`config.mk`:
```
export PLATFORM = sky130hd
export DESIGN_NAME = lmd_cell
export DESIGN_NICKNAME = d
export VERILOG_FILES = /design/src/rtl/core/lmd_pkg.sv /design/src/rtl/core/lmd_cell.sv
export SDC_FILE = /design/constraint.sdc
export NUM_CORES = 1
export LEC_CHECK = 0
export BUFFER_PORTS_ARGS = -buffer_cell sky130_fd_sc_hd__clkbuf_2
export CELL_PAD_IN_SITES_DETAIL_PLACEMENT = 1
export CELL_PAD_IN_SITES_GLOBAL_PLACEMENT = 2
export CORE_MARGIN = 4
export CORE_UTILIZATION = 22
export CTS_CLUSTER_SIZE = 20
export DETAILED_ROUTE_END_ITERATION = 16
export MAX_ROUTING_LAYER = met4
export PLACE_DENSITY_LB_ADDON = 0.2
export REMOVE_ABC_BUFFERS = 1
export SYNTH_ARGS = -nofsm -noshare
export SYNTH_HDL_FRONTEND = slang
export SYNTH_SLANG_ARGS = --single-unit
export TNS_END_PERCENT = 30
```
`constraint.sdc`:
```
create_clock -name i_clk -period 2.92 [get_ports i_clk]
set_input_delay 0.292 -clock i_clk [delete_from_list [all_inputs] [get_ports i_clk]]
set_output_delay 0.292 -clock i_clk [all_outputs]
set_load 0.01 [all_outputs]
```
`src/rtl/core/lmd_pkg.sv`:
```
// Shared types, constants and elaboration-time tables for the low-IF mixer and decimator.
// No dependencies.
`default_nettype none
package lmd_pkg;

    localparam int TAPS_PER_FACTOR = 16;
    localparam int MAX_TAPS        = 65;
    localparam int COEF_WIDTH      = 18;
    localparam int SINE_TABLE_BITS = 10;
    localparam int SIN_DEPTH       = 1 << SINE_TABLE_BITS;
    localparam int HIST_W          = 18;
    localparam int TAP_W           = $clog2(MAX_TAPS);

    localparam logic [31:0] STEP_M1 = 32'd1159641170;
    localparam logic [31:0] STEP_M2 = 32'd1099511628;

    localparam logic [1:0] MODE_BYPASS = 2'd0;
    localparam logic [1:0] MODE_6M     = 2'd1;
    localparam logic [1:0] MODE_8M     = 2'd2;

    localparam longint unsigned Q30_ONE   = 64'd1073741824;
    localparam longint unsigned HALF_PI   = 64'd1686629713;
    localparam longint          TWO_PI_R  = 64'sd683565276;
    localparam longint          HAM_A     = 64'sd579820585;
    localparam longint          HAM_B     = 64'sd493921239;

    typedef struct packed {
        logic signed [HIST_W-1:0] q;
        logic signed [HIST_W-1:0] i;
    } t_iq;

    typedef struct packed {
        logic clr;
        logic shift;
        logic rot;
    } t_cell_ctl;

    typedef logic signed [COEF_WIDTH-1:0] t_coef_tab [MAX_TAPS];
    typedef logic signed [17:0] t_sin_rom [SIN_DEPTH];

    function automatic longint unsigned mag64(input longint v);
        return (v < 0) ? longint'(-v) : longint'(v);
    endfunction

    // unsigned long division by shift and subtract, table building only
    function automatic longint unsigned udiv(input longint unsigned n,
                                             input longint unsigned d);
        longint unsigned q, r;
        q = 0;
        r = 0;
        for (int b = 63; b >= 0; b--) begin
            r = {r[62:0], n[b]};
            if (r >= d) begin
                r    = r - d;
                q[b] = 1'b1;
            end
        end
        return q;
    endfunction

    function automatic longint mul_q30(input longint a, input longint b);
        longint unsigned m;
        m = (mag64(a) * mag64(b) + (64'd1 << 29)) >> 30;
        return ((a < 0) != (b < 0)) ? -longint'(m) : longint'(m);
    endfunction

    // sin(2*pi*turn/2^32) in Q30, Taylor series on the folded quadrant
    function automatic longint sin_q30(input logic [31:0] turn);
        longint unsigned r, x, x2, t;
        r = {34'd0, turn[29:0]};
        if (turn[30]) r = Q30_ONE - r;
        x  = (r * HALF_PI) >> 30;
        x2 = (x * x) >> 30;
        t  = Q30_ONE;
        t  = Q30_ONE - ((x2 * t) >> 30) / 110;
        t  = Q30_ONE - ((x2 * t) >> 30) / 72;
        t  = Q30_ONE - ((x2 * t) >> 30) / 42;
        t  = Q30_ONE - ((x2 * t) >> 30) / 20;
        t  = Q30_ONE - ((x2 * t) >> 30) / 6;
        x  = (x * t) >> 30;
        return turn[31] ? -longint'(x) : longint'(x);
    endfunction

    function automatic t_sin_rom build_sin();
        t_sin_rom rom;
        longint v;
        longint unsigned m;
        for (int k = 0; k < SIN_DEPTH; k++) begin
            v = sin_q30(32'(k) << (32 - SINE_TABLE_BITS));
            m = (mag64(v) + (64'd1 << 12)) >> 13;
            v = (v < 0) ? -longint'(m) : longint'(m);
            if (v > 131071) v = 131071;
            if (v < -131072) v = -131072;
            rom[k] = 18'(v);
        end
        return rom;
    endfunction

    function automatic t_coef_tab build_coefs(input int factor);
        t_coef_tab tab;
        longint h [MAX_TAPS];
        longint sum, sinc, win, s, c, m2, cmax;
        longint unsigned am, d, den, m;
        logic [31:0] turn, wt;
        int t;
        sum  = 0;
        cmax = (64'sd1 <<< (COEF_WIDTH - 1)) - 1;
        t    = TAPS_PER_FACTOR * factor + 1;
        if (t > MAX_TAPS) t = MAX_TAPS;
        den  = (t > 1) ? longint'(t - 1) : 1;
        for (int n = 0; n < MAX_TAPS; n++) begin
            h[n]   = 0;
            tab[n] = '0;
        end
        for (int n = 0; n < t; n++) begin
            m2 = 2 * longint'(n) - longint'(t - 1);
            am = mag64(m2);
            if (am == 0) begin
                sinc = longint'(udiv(9 * Q30_ONE + 5 * longint'(factor),
                                     10 * longint'(factor)));
            end else begin
                d    = 200 * longint'(factor);
                turn = 32'(udiv(((45 * am) << 32) + d / 2, d));
                s    = mul_q30(sin_q30(turn), TWO_PI_R);
                m    = udiv(mag64(s) + am / 2, am);
                sinc = (s < 0) ? -longint'(m) : longint'(m);
            end
            wt   = 32'(udiv(longint'(n) << 32, den));
            c    = sin_q30(wt + 32'h4000_0000);
            win  = HAM_A - mul_q30(HAM_B, c);
            h[n] = mul_q30(sinc, win);
            sum  = sum + h[n];
        end
        for (int n = 0; n < t; n++) begin
            s = h[n] * (64'sd1 <<< (COEF_WIDTH - 1));
            m = udiv(mag64(s) + longint'(sum) / 2, longint'(sum));
            c = (s < 0) ? -longint'(m) : longint'(m);
            if (c > cmax) c = cmax;
            if (c < -cmax - 1) c = -cmax - 1;
            tab[n] = COEF_WIDTH'(c);
        end
        return tab;
    endfunction

    localparam t_sin_rom  SIN_ROM = build_sin();
    localparam t_coef_tab COEF_M1 = build_coefs(3);
    localparam t_coef_tab COEF_M2 = build_coefs(4);
    localparam int TAPS_M1 = (TAPS_PER_FACTOR * 3 + 1 > MAX_TAPS) ? MAX_TAPS : TAPS_PER_FACTOR * 3 + 1;
    localparam int TAPS_M2 = (TAPS_PER_FACTOR * 4 + 1 > MAX_TAPS) ? MAX_TAPS : TAPS_PER_FACTOR * 4 + 1;

endpackage
`default_nettype wire

```
`src/rtl/core/lmd_cell.sv`:
```
// One delay-line cell: holds one mixed I/Q sample, shifts in from the left or rotates from the right.
// Depends on lmd_pkg.
`default_nettype none
module lmd_cell (
    input  wire logic             i_clk,
    input  wire logic             i_rst_n,
    input  wire lmd_pkg::t_cell_ctl i_ctl,
    input  wire logic             i_wrap,
    input  wire lmd_pkg::t_iq     i_left,
    input  wire lmd_pkg::t_iq     i_right,
    input  wire lmd_pkg::t_iq     i_ring,
    output lmd_pkg::t_iq          o_val
);
    import lmd_pkg::*;

    t_iq r_val;

    always_ff @(posedge i_clk) begin
        if (!i_rst_n || i_ctl.clr) begin
            r_val <= '0;
        end else if (i_ctl.shift) begin
            r_val <= i_left;
        end else if (i_ctl.rot) begin
            r_val <= i_wrap ? i_ring : i_right;
        end
    end

    assign o_val = r_val;
endmodule
`default_nettype wire

```
; ---- Word-level counts from Yosys, hierarchy flattened
; Index checks and enable logic that the tools add are counted.
[classes]
n_addsub = 0
mul = 0
n_div = 0
n_lt_le_gt_ge = 0
eq_ne = 0
shift = 0
n_mux = 3
bitwise_logic = 0
n_reduce_logical = 3
[op_table]
columns = op, count
row1 = two-way mux 36 bit, 3
row2 = nonzero test 2 bit, 1
row3 = logical NOT 1 bit, 1
row4 = logical OR 1 bit, 1
[word_totals]
regBits = 36
latchBits = 0
ram_bits = 0
mem_bits_ro = 0
in_bits = 114
out_inout_bits = 36
word_cells = 8
mem_count = 0

; ---- Longest topological paths before layout
; Gate-level depths: netlist (run 1).
[logic_depth]
ltp_word = 3
depth_mapped = 5
depth_no_buf = 3

; ---- Worst setup path after synthesis (run 1)
; Ideal clock, no wire load.
[synth_path]
path_kind = in2reg
start = input i_wrap
end = register r_val (netlist bit o_val[0])
setup_time_ns = 0.070
arrival_ns = 1.074
required_time_ns = 2.850
slack_ns = 1.776
path_stages = 5
path_buffers = 2
path_cell_list = buf_6 buf_12 mux2i_1 a211o_1 a21oi_1
[synth_via]
elab_chain_len = 3
[synth_rtl]
columns = element, line
row1 = from (decl), lmd_cell.sv:8  ; input wire logic i_wrap,
row2 = two-way mux 36 bit, lmd_cell.sv:24  ; r_val <= i_wrap ? i_ring : i_right;
row3 = two-way mux 36 bit, lmd_cell.sv:23  ; end else if (i_ctl.rot) begin
row4 = two-way mux 36 bit, lmd_cell.sv:21  ; end else if (i_ctl.shift) begin
row5 = to (signal assigned), lmd_cell.sv:22  ; r_val <= i_left;
row6 = to (signal assigned), lmd_cell.sv:24
row7 = to (decl), lmd_cell.sv:16  ; t_iq r_val;
; Every way passes these cells. The select of a mux whose other input is x is not followed.
; A chain may end at the register's enable or synchronous reset.

; ---- Worst setup path after layout (run 1)
[layout_path]
start = input i_wrap
end = register r_val (netlist bit o_val[21])
; The elaborated chain is that of the path after synthesis.

==> results of run 1 <==
==> area by class of cell <==
class | instances | area share [%]
multi-input cells | 181 | 39.2
repair buffers | 153 | 28.1
flip-flops and latches | 36 | 24.9
well taps | 108 | 4.67
clock buffers | 8 | 3.12
==> where the power goes <==
group | total (W) | internal [W] | switching (W)
logic | 0.000272 | 0.000139 | 0.000133
clock network | 0.000370 | 0.000193 | 0.000178
registers | 0.000524 | 0.000513 | 0.0000110
total | 0.00117 | 0.000845 | 0.000322
==> per-layer routing <==
layer | up-vias | wire length [um] | GRT usage (%)
met3 | 6 | 541 | 4.28
met4 | 0 | 44 | 3.13
met5 | - | 0 | -
li1 | 1117 | - | -
met1 | 1029 | 3110 | 15.4
met2 | 89 | 3180 | 20.5
==> cells by family (layout without fill, tap and decap cells) <==
logic type	Yosys count	after routing	share of synthesized area (%)
mux	36	36	17.7
buf+inv	24	161	9.03
simple gates	73	73	13.6
flops	36	36	35.4
compound gates	72	72	24.3
==> cells in the mapped netlist (all sizes together) <==
cell type | count | share of area (%)
nor2 | 36 | 6.6
nand2 | 36 | 6.6
mux2i | 36 | 18
clkbuf | 9 | 1.7
a211o | 36 | 15
dfxtp | 36 | 35
buf | 15 | 7.4
a21oi | 36 | 8.8
nand2b | 1 | 0.31
==> worst reg2reg max path, cell delays in order, from the launching register on <==
cell	delay (ns)
dfxtp_1	0.34
nor2_1	0.05
a211o_1	0.29
a21oi_1	0.14
==> path summary, 6_finish.rpt <==
path / startpoint / end / depth (start not counted)
setup / recovery: i_wrap / o_val[21]$_SDFFE_PP0P_ / 5
hold reg to reg: o_val[9]$_SDFFE_PP0P_ / o_val[9]$_SDFFE_PP0P_ / 3
hold / removal: i_left[25] / o_val[25]$_SDFFE_PP0P_ / 3
setup reg to reg: o_val[27]$_SDFFE_PP0P_ / o_val[27]$_SDFFE_PP0P_ / 3
==> through the flow <==
stage	setup WS (ns)	instance area, um2	hold slack [ns]	power [W]	utilization [%]
2_1_floorplan	1.73	1850	0.428	0.000645	-
4_1_cts	1.50	2890	0.215	0.00119	32.7
5_1_grt	1.38	2890	0.225	0.00125	32.7
3_3_place_gp	1.23	2800	0.523	0.000809	31.7
6_report	1.54	2890	0.224	0.00117	32.7
3_5_place_dp	1.19	2800	0.530	0.000815	31.7
==> impl_metrics.yaml, run 1 <==
timing:
  relSlewSlack_pct: 51.9
  hold_viol: 0
  skew_ns: 0
  grt_setup_unrepaired: "no"
  period_share_pct: 47.4
  drv_slew: 0
  fin_crit_ns: 1.38
  worst_pin_slew_ns: 0.721
  max_freq_mhz: 722
  setup_viol_count_final: 0
  setup_tns_ns: 0
finish:
  antenna_cells: 0
  fin_nets: 491
  final_common_cell: "clkbuf_2"
  multi_input_area_um2: 1130
  drive_above_1_share_pct: 42.1
  regArea_um2: 721
  n_fill_cell: 1116
  largest_register_ffs: 36
  final_cells: 486
  area_growth_syn_to_layout_pct: 42.0
critical_path:
  crit_slowest_cell: "clkbuf_2"
  worst-path-buf-inv: 2
  cpPeakStageDelay_ns: 0.50
  cp.required_ns: 3.14
  cp_cell_sequence: "clkbuf_2, buf_12, mux2i_1, a211o_1, a21oi_1"
  worstSetupEndpointType: "flop"
  worst_setup_path_start_kind: "input pin"
  cp_max_fo: 19
  reg2reg_slack_ns: 2.03
  cp.arrival_ns: 1.60
  crit_family: "buffers and inverters"
  critPathKind: "input pin to flop"
power_and_ir_drop:
  powerDensity_nw_per_um2: 403
  ir_drop_mv: 0.166
  p_leak_nw: 1.55
min_path:
  min_path_type: "input pin to flop"
placement:
  gp_congestion: 0.717
  dpl.hpwl_um: 5330
  io_buffers: 149
  place_inst: 478
clock_network:
  cts-root-buf: "clkbuf_8"
  path_clk_slew_ns: 0.07
  clk_path_buf_depth: 2
  postCtsSetupBuffers: 0
  cts_tree: "built"
  cts-resized-gates: 0
  numClockSinks: 36
  cts_max_level: 2
  hold_buffers: 0
  insertion_delay_ns: 0.28
  cts_buffers: 5
outcome:
  status: "finished clean"
routing:
  drt_first_pass_iters: 4
  viasPerCell: 4.61
  drt-total-wl_um: 6870
  post_drt_wl_per_cell_um: 14.1
  drc_errors: 0
  drtAntennaViolNets: 0
  vias: 2241
  dr.first_iter.drc_count: 26
logic_synthesis:
  synth_warnings: 0
  synth_seq_cells: 36
  syn_inst: 241
  ys_types: 12
  synth_seq_area_share_pct: 35.4
  avgSynthCellArea_um2: 8.45
  synth.cell_area_um2: 2040
global_route:
  grt_pass1_vias: 2289
  grt_pass1_wl_um: 11100
  track_usage_pct: 12.7
  grt_max_degree: 40
  antenna_found_initial: 0
  overflow: 0
floorplanning:
  core_um2: 8850
  initial_core_util_pct: 23.0
  die_h_um: 104
  ios: 150
  fp.dieArea_um2: 10900
  die_w_um: 104
  rows: 34
run:
  maxCapViolations: 0
No activity file was read; power rests on OpenSTA's default activity.
==> run 2: changes to the inputs <==
--- a/config.mk
+++ b/config.mk
@@ -9,7 +9,7 @@
 export CELL_PAD_IN_SITES_DETAIL_PLACEMENT = 1
 export CELL_PAD_IN_SITES_GLOBAL_PLACEMENT = 2
 export CORE_MARGIN = 4
-export CORE_UTILIZATION = 22
+export CORE_UTILIZATION = 20
 export CTS_CLUSTER_SIZE = 20
 export DETAILED_ROUTE_END_ITERATION = 16
 export MAX_ROUTING_LAYER = met4
==> constraint.sdc (replaced) <==
create_clock -name i_clk -period 1.4 [get_ports i_clk]
set_input_delay 0.14 -clock i_clk [delete_from_list [all_inputs] [get_ports i_clk]]
set_output_delay 0.14 -clock i_clk [all_outputs]
set_load 0.01 [all_outputs]
==> run 2 against run 1 <==
  * Non-clock buffer count grew 1
  * Highest routed layer unchanged
  * Via count shrank 1.4%
  * Flip-flop and latch count is the same
  * Final cell count grew 5.1%
  * Sequential share of layout area shrank 0.59 points
  * Clock-buffer cell count shrank 1
  * Global-route usage shrank 1.1 points
  * Critical path depth shrank 4
  * Register-to-register slack lost 1.5 ns
  * Clock skew is the same
  * Wire length grew 2.9%
==> impl_metrics.yaml, run 2 (synthesis results as in run 1) <==
outcome:
  status: "finished clean"
critical_path:
  worst_r2r_path_depth: 3
  cp.required_ns: 1.26
  worstSetupEndpointType: "output pin"
  r2r-start: "o_val[8]$_SDFFE_PP0P_"
  setup.worst_path.start: "o_val[35]$_SDFFE_PP0P_"
  crit_cells: 1
  worst_setup_path_start_kind: "flop"
  cp-endpoint: "o_val[35]"
  crit_family: "flip-flops"
  cp.arrival_ns: 0.77
  critPathKind: "flop to output pin"
  cp_max_fo: 2
  cp_cell_sequence: "clkbuf_2"
  cpPeakStageDelay_ns: 0.34
  timing.rr.end: "o_val[8]$_SDFFE_PP0P_"
  reg2reg_slack_ns: 0.55
  worst-path-buf-inv: 1
  crit_slowest_cell: "dfxtp_1"
clock_network:
  postCtsSetupBuffers: 0
  cts-root-buf: "clkbuf_8"
  cts_max_level: 2
  cts_tree: "built"
  insertion_delay_ns: 0.28
  cts-resized-gates: 0
  clk_path_buf_depth: 2
  hold_buffers: 0
  numClockSinks: 36
  path_clk_slew_ns: 0.08
  cts_buffers: 5
timing:
  drv_slew: 0
  setup_viol_count_final: 0
  relSlewSlack_pct: 78.7
  period_share_pct: 64.9
  setup_tns_ns: 0
  skew_ns: 0
  grt_setup_unrepaired: "no"
  max_freq_mhz: 1100
  worst_pin_slew_ns: 0.319
  hold_viol: 0
  fin_crit_ns: 0.909
power_and_ir_drop:
  power_frac_seq_pct: 43.8
  comb_power_share_pct: 23.2
  internal_power_w: 0.00181
  netSwitchingFraction_pct: 27.5
  ir_drop_mv: 0.335
  powerDensity_nw_per_um2: 842
  p_leak_nw: 1.57
  p_sw_w: 0.000687
  clkPwrFrac_pct: 33.1
run:
  maxCapViolations: 0
global_route:
  grt_pass1_wl_um: 10600
  track_usage_pct: 11.6
  overflow: 0
  grt_max_degree: 73
  grt_pass1_vias: 2161
  antenna_found_initial: 0
routing:
  drt_first_pass_iters: 4
  post_drt_wl_per_cell_um: 13.8
  viasPerCell: 4.32
  drc_errors: 0
  dr.first_iter.drc_count: 77
  drtAntennaViolNets: 0
  drt-total-wl_um: 7070
  vias: 2209
finish:
  regArea_um2: 721
  n_fill_cell: 1244
  multi_input_area_um2: 1130
  final_common_cell: "clkbuf_2"
  fin_nets: 492
  drive_above_1_share_pct: 42.6
  area_growth_syn_to_layout_pct: 45.4
  antenna_cells: 0
  fin_area_um2: 2960
  largest_register_ffs: 36
placement:
  gp_congestion: 0.696
  place_area_um2: 2870
  dpl.hpwl_um: 5180
  io_buffers: 149
floorplanning:
  rows: 36
  die_w_um: 109
  core_um2: 9860
  fp.dieArea_um2: 11900
  ios: 150
  initial_core_util_pct: 20.6
  die_h_um: 109
min_path:
  min_path_type: "input pin to flop"
-- run 2: worst min path at each step --
stage,endpoint,depth (start not counted),startpoint,slack (ns)
after floorplan,o_val[0]$_SDFFE_PP0P_,2,i_ctl[1],0.28
after global placement,o_val[16]$_SDFFE_PP0P_,3,i_left[16],0.37
after detailed placement,o_val[33]$_SDFFE_PP0P_,3,i_left[33],0.38
after CTS,o_val[33]$_SDFFE_PP0P_,3,i_left[33],0.06
after global routing,o_val[34]$_SDFFE_PP0P_,3,i_left[34],0.07
final,o_val[33]$_SDFFE_PP0P_,3,i_left[33],0.08
-- run 2: per-stage QoR --
step | worst slack (ns) | instances | util (%) | power, W | hold WS, ns
final | 0.491 | 511 | 30.0 | 0.00249 | 0.0768
after detailed placement | 0.195 | 504 | 29.0 | 0.00171 | 0.378
after global placement | 0.218 | 504 | 29.0 | 0.00170 | 0.372
after global routing | 0.421 | 511 | 30.0 | 0.00266 | 0.0721
after CTS | 0.468 | 511 | 30.0 | 0.00257 | 0.0636
after floorplan | 0.363 | 217 | - | 0.00134 | 0.276
-- run 2: area by class of cell --
class                           count  share of cell area [%]
Clock buffer                        7                    3.25
Multi-Input combinational cell    181                    38.2
Sequential cell                    36                    24.3
Tap cell                          133                    5.62
Timing Repair Buffer              154                    28.6
-- run 2: power groups by stage --
stage	registers [W]	clock network [W]	logic, W
after floorplan	0.00114	0	0.000207
after global placement	0.00112	0	0.000586
after detailed placement	0.00112	0	0.000593
after CTS	0.00109	0.000878	0.000594
after global routing	0.00110	0.000913	0.000648
final	0.00109	0.000825	0.000578
-- run 2: per-layer routing --
metal	GRT usage [%]	share of wire (%)
met5	-	0
met2	19.3	49
met1	13.9	42
met4	2.71	0.65
met3	3.43	8.3
==> run 3: changes to the inputs <==
--- a/config.mk
+++ b/config.mk
@@ -9,7 +9,7 @@
 export CELL_PAD_IN_SITES_DETAIL_PLACEMENT = 1
 export CELL_PAD_IN_SITES_GLOBAL_PLACEMENT = 2
 export CORE_MARGIN = 4
-export CORE_UTILIZATION = 20
+export CORE_UTILIZATION = 18
 export CTS_CLUSTER_SIZE = 20
 export DETAILED_ROUTE_END_ITERATION = 16
 export MAX_ROUTING_LAYER = met4
==> constraint.sdc (replaced) <==
create_clock -name i_clk -period 0.8 [get_ports i_clk]
set_input_delay 0.08 -clock i_clk [delete_from_list [all_inputs] [get_ports i_clk]]
set_output_delay 0.08 -clock i_clk [all_outputs]
set_load 0.01 [all_outputs]
==> run 3 against run 2 <==
  * The flow now finishes with violations (negative setup slack)
  * Sequential share of layout area down 4.0 points
  * Core utilization up 4.4 points
  * Clock skew unchanged
  * Sequential power up 78%
  * Register-to-register slack worse by 0.56 ns
  * Flip-flop and latch count unchanged
  * Via count up 8.7%
  * Global-route usage about the same
  * Combinational power up 130%
  * First-iteration DRC count down 22%
  * Worst hold slack worse by 0.045 ns
  * Critical path type unchanged
  * Critical endpoint is now o_val[8]
  * Largest power group is now clock
  * Highest routed layer unchanged
==> impl_metrics.yaml, run 3 (synthesis results as in run 1) <==
floorplanning:
  ios: 150
  rows: 38
  initial_core_util_pct: 18.6
  fp.dieArea_um2: 13100
  die_w_um: 114
  core_um2: 10900
  die_h_um: 114
critical_path:
  cp_max_fo: 2
  cp.required_ns: 0.72
  cp.arrival_ns: 0.81
  critPathKind: "flop to output pin"
  worstSetupEndpointType: "output pin"
  crit_slowest_cell: "dfxtp_2"
  cp_cell_sequence: "buf_6, buf_8"
  cpPeakStageDelay_ns: 0.32
  worst_setup_path_start_kind: "flop"
clock_network:
  clk_path_buf_depth: 2
  insertion_delay_ns: 0.27
  cts_tree: "built"
  path_clk_slew_ns: 0.06
  cts_max_level: 2
  numClockSinks: 36
  hold_buffers: 0
  cts_buffers: 5
  cts-root-buf: "clkbuf_16"
finish:
  final_common_cell: "clkbuf_2"
  drive_above_1_share_pct: 60.8
  regArea_um2: 766
  area_growth_syn_to_layout_pct: 84.9
  fin_nets: 526
  antenna_cells: 0
  n_fill_cell: 1310
  final_cell_mix: "113 x clkbuf_2, 56 x buf_6"
  multi_input_area_um2: 1210
  largest_register_ffs: 36
timing:
  grt_setup_unrepaired: "yes"
  max_freq_mhz: 1120
  setup_ws_ns: -0.0946
  worst_pin_slew_ns: 0.180
  period_share_pct: 112
  fin_crit_ns: 0.895
  relSlewSlack_pct: 87.7
  hold_viol: 0
  drv_slew: 0
  whs_ns: 0.0317
  skew_ns: 0
  setup_viol_count_final: 31
power_and_ir_drop:
  p_leak_nw: 1.88
  powerDensity_nw_per_um2: 1390
  ir_drop_mv: 0.890
global_route:
  overflow: 0
  grt_pass1_wl_um: 12000
  track_usage_pct: 11.7
  grt_pass1_vias: 2485
  antenna_found_initial: 0
  grt_max_degree: 40
routing:
  drt_first_pass_iters: 4
  drtAntennaViolNets: 0
  dr.first_iter.drc_count: 60
  drc_errors: 0
  drt-total-wl_um: 7530
  post_drt_wl_per_cell_um: 13.6
  viasPerCell: 4.34
  vias: 2402
outcome:
  status: "finished, violations left"
  violations: "negative setup slack"
placement:
  gp_congestion: 0.635
  io_buffers: 149
  dpl.hpwl_um: 5770
  place_ws_ns: -0.266
run:
  maxCapViolations: 0
min_path:
  min_path_type: "input pin to flop"
==> run 3: changes by cell type in the layout (fill, tap and decap cells not counted), sizes merged <==
cell and change:
buf +70, clkbuf -35
==> run 3: worst paths after layout <==
kind | start | end | slack, ns | cells after the start
setup / recovery | o_val[8]$_SDFFE_PP0P_ | o_val[8] | -0.09 | 2
hold / removal | i_left[22] | o_val[22]$_SDFFE_PP0P_ | 0.03 | 3
setup reg to reg | o_val[23]$_SDFFE_PP0P_ | o_val[23]$_SDFFE_PP0P_ | -0.01 | 3
hold reg to reg | o_val[2]$_SDFFE_PP0P_ | o_val[2]$_SDFFE_PP0P_ | 0.59 | 3
==> run 3: layer usage <==
layer	vias to the layer above	GRT usage (%)	wire, um
li1	1194	-	-
met1	1121	14.3	3230
met2	85	19.2	3730
met3	2	3.17	555
met4	0	2.38	11
met5	-	-	0
==> run 3: timing repair <==
action | CTS | global route
pin swaps | 71 | 1
endpoints found under the setup margin | 72 | 68
hold endpoints to repair | 0 | 0
resized for setup | 76 | 64
gates cloned | 0 | 0
buffers inserted | 0 | 0
==> run 3: per-stage QoR <==
step	cells	cell area (um2)	total power, W	TNS (ns)	utilization, %
3_3_place_gp	545	3170	0.00311	-7.50	29.0
5_1_grt	553	3770	0.00562	-4.31	34.4
2_1_floorplan	217	1850	0.00235	-6.36	-
6_report	553	3770	0.00525	-2.43	34.4
3_5_place_dp	545	3170	0.00313	-8.47	29.0
4_1_cts	553	3570	0.00531	-3.21	32.7
==> run 3: worst max-delay path: cells and delay by family, from the launching register on <==
| kind | cells | cell delay (ns) |
|---|---|---|
| buf+inv | 2 | 0.22 |
| flops | 1 | 0.32 |
==> run 3: report_power, final <==
group	leakage (nW)	switching, W	internal (W)
registers	0.310	0.0000525	0.00189
clock network	0.0712	0.000728	0.00124
logic	1.50	0.000562	0.000771
total	1.88	0.00134	0.00391
==> run 3: area by class of cell <==
cell class                 instances  share of cell area [%]
timing repair buffer             188                    39.0
sequential                        36                    20.3
multi-input combinational        181                    32.1
clock buffer                       8                    3.89
tap                              140                    4.65
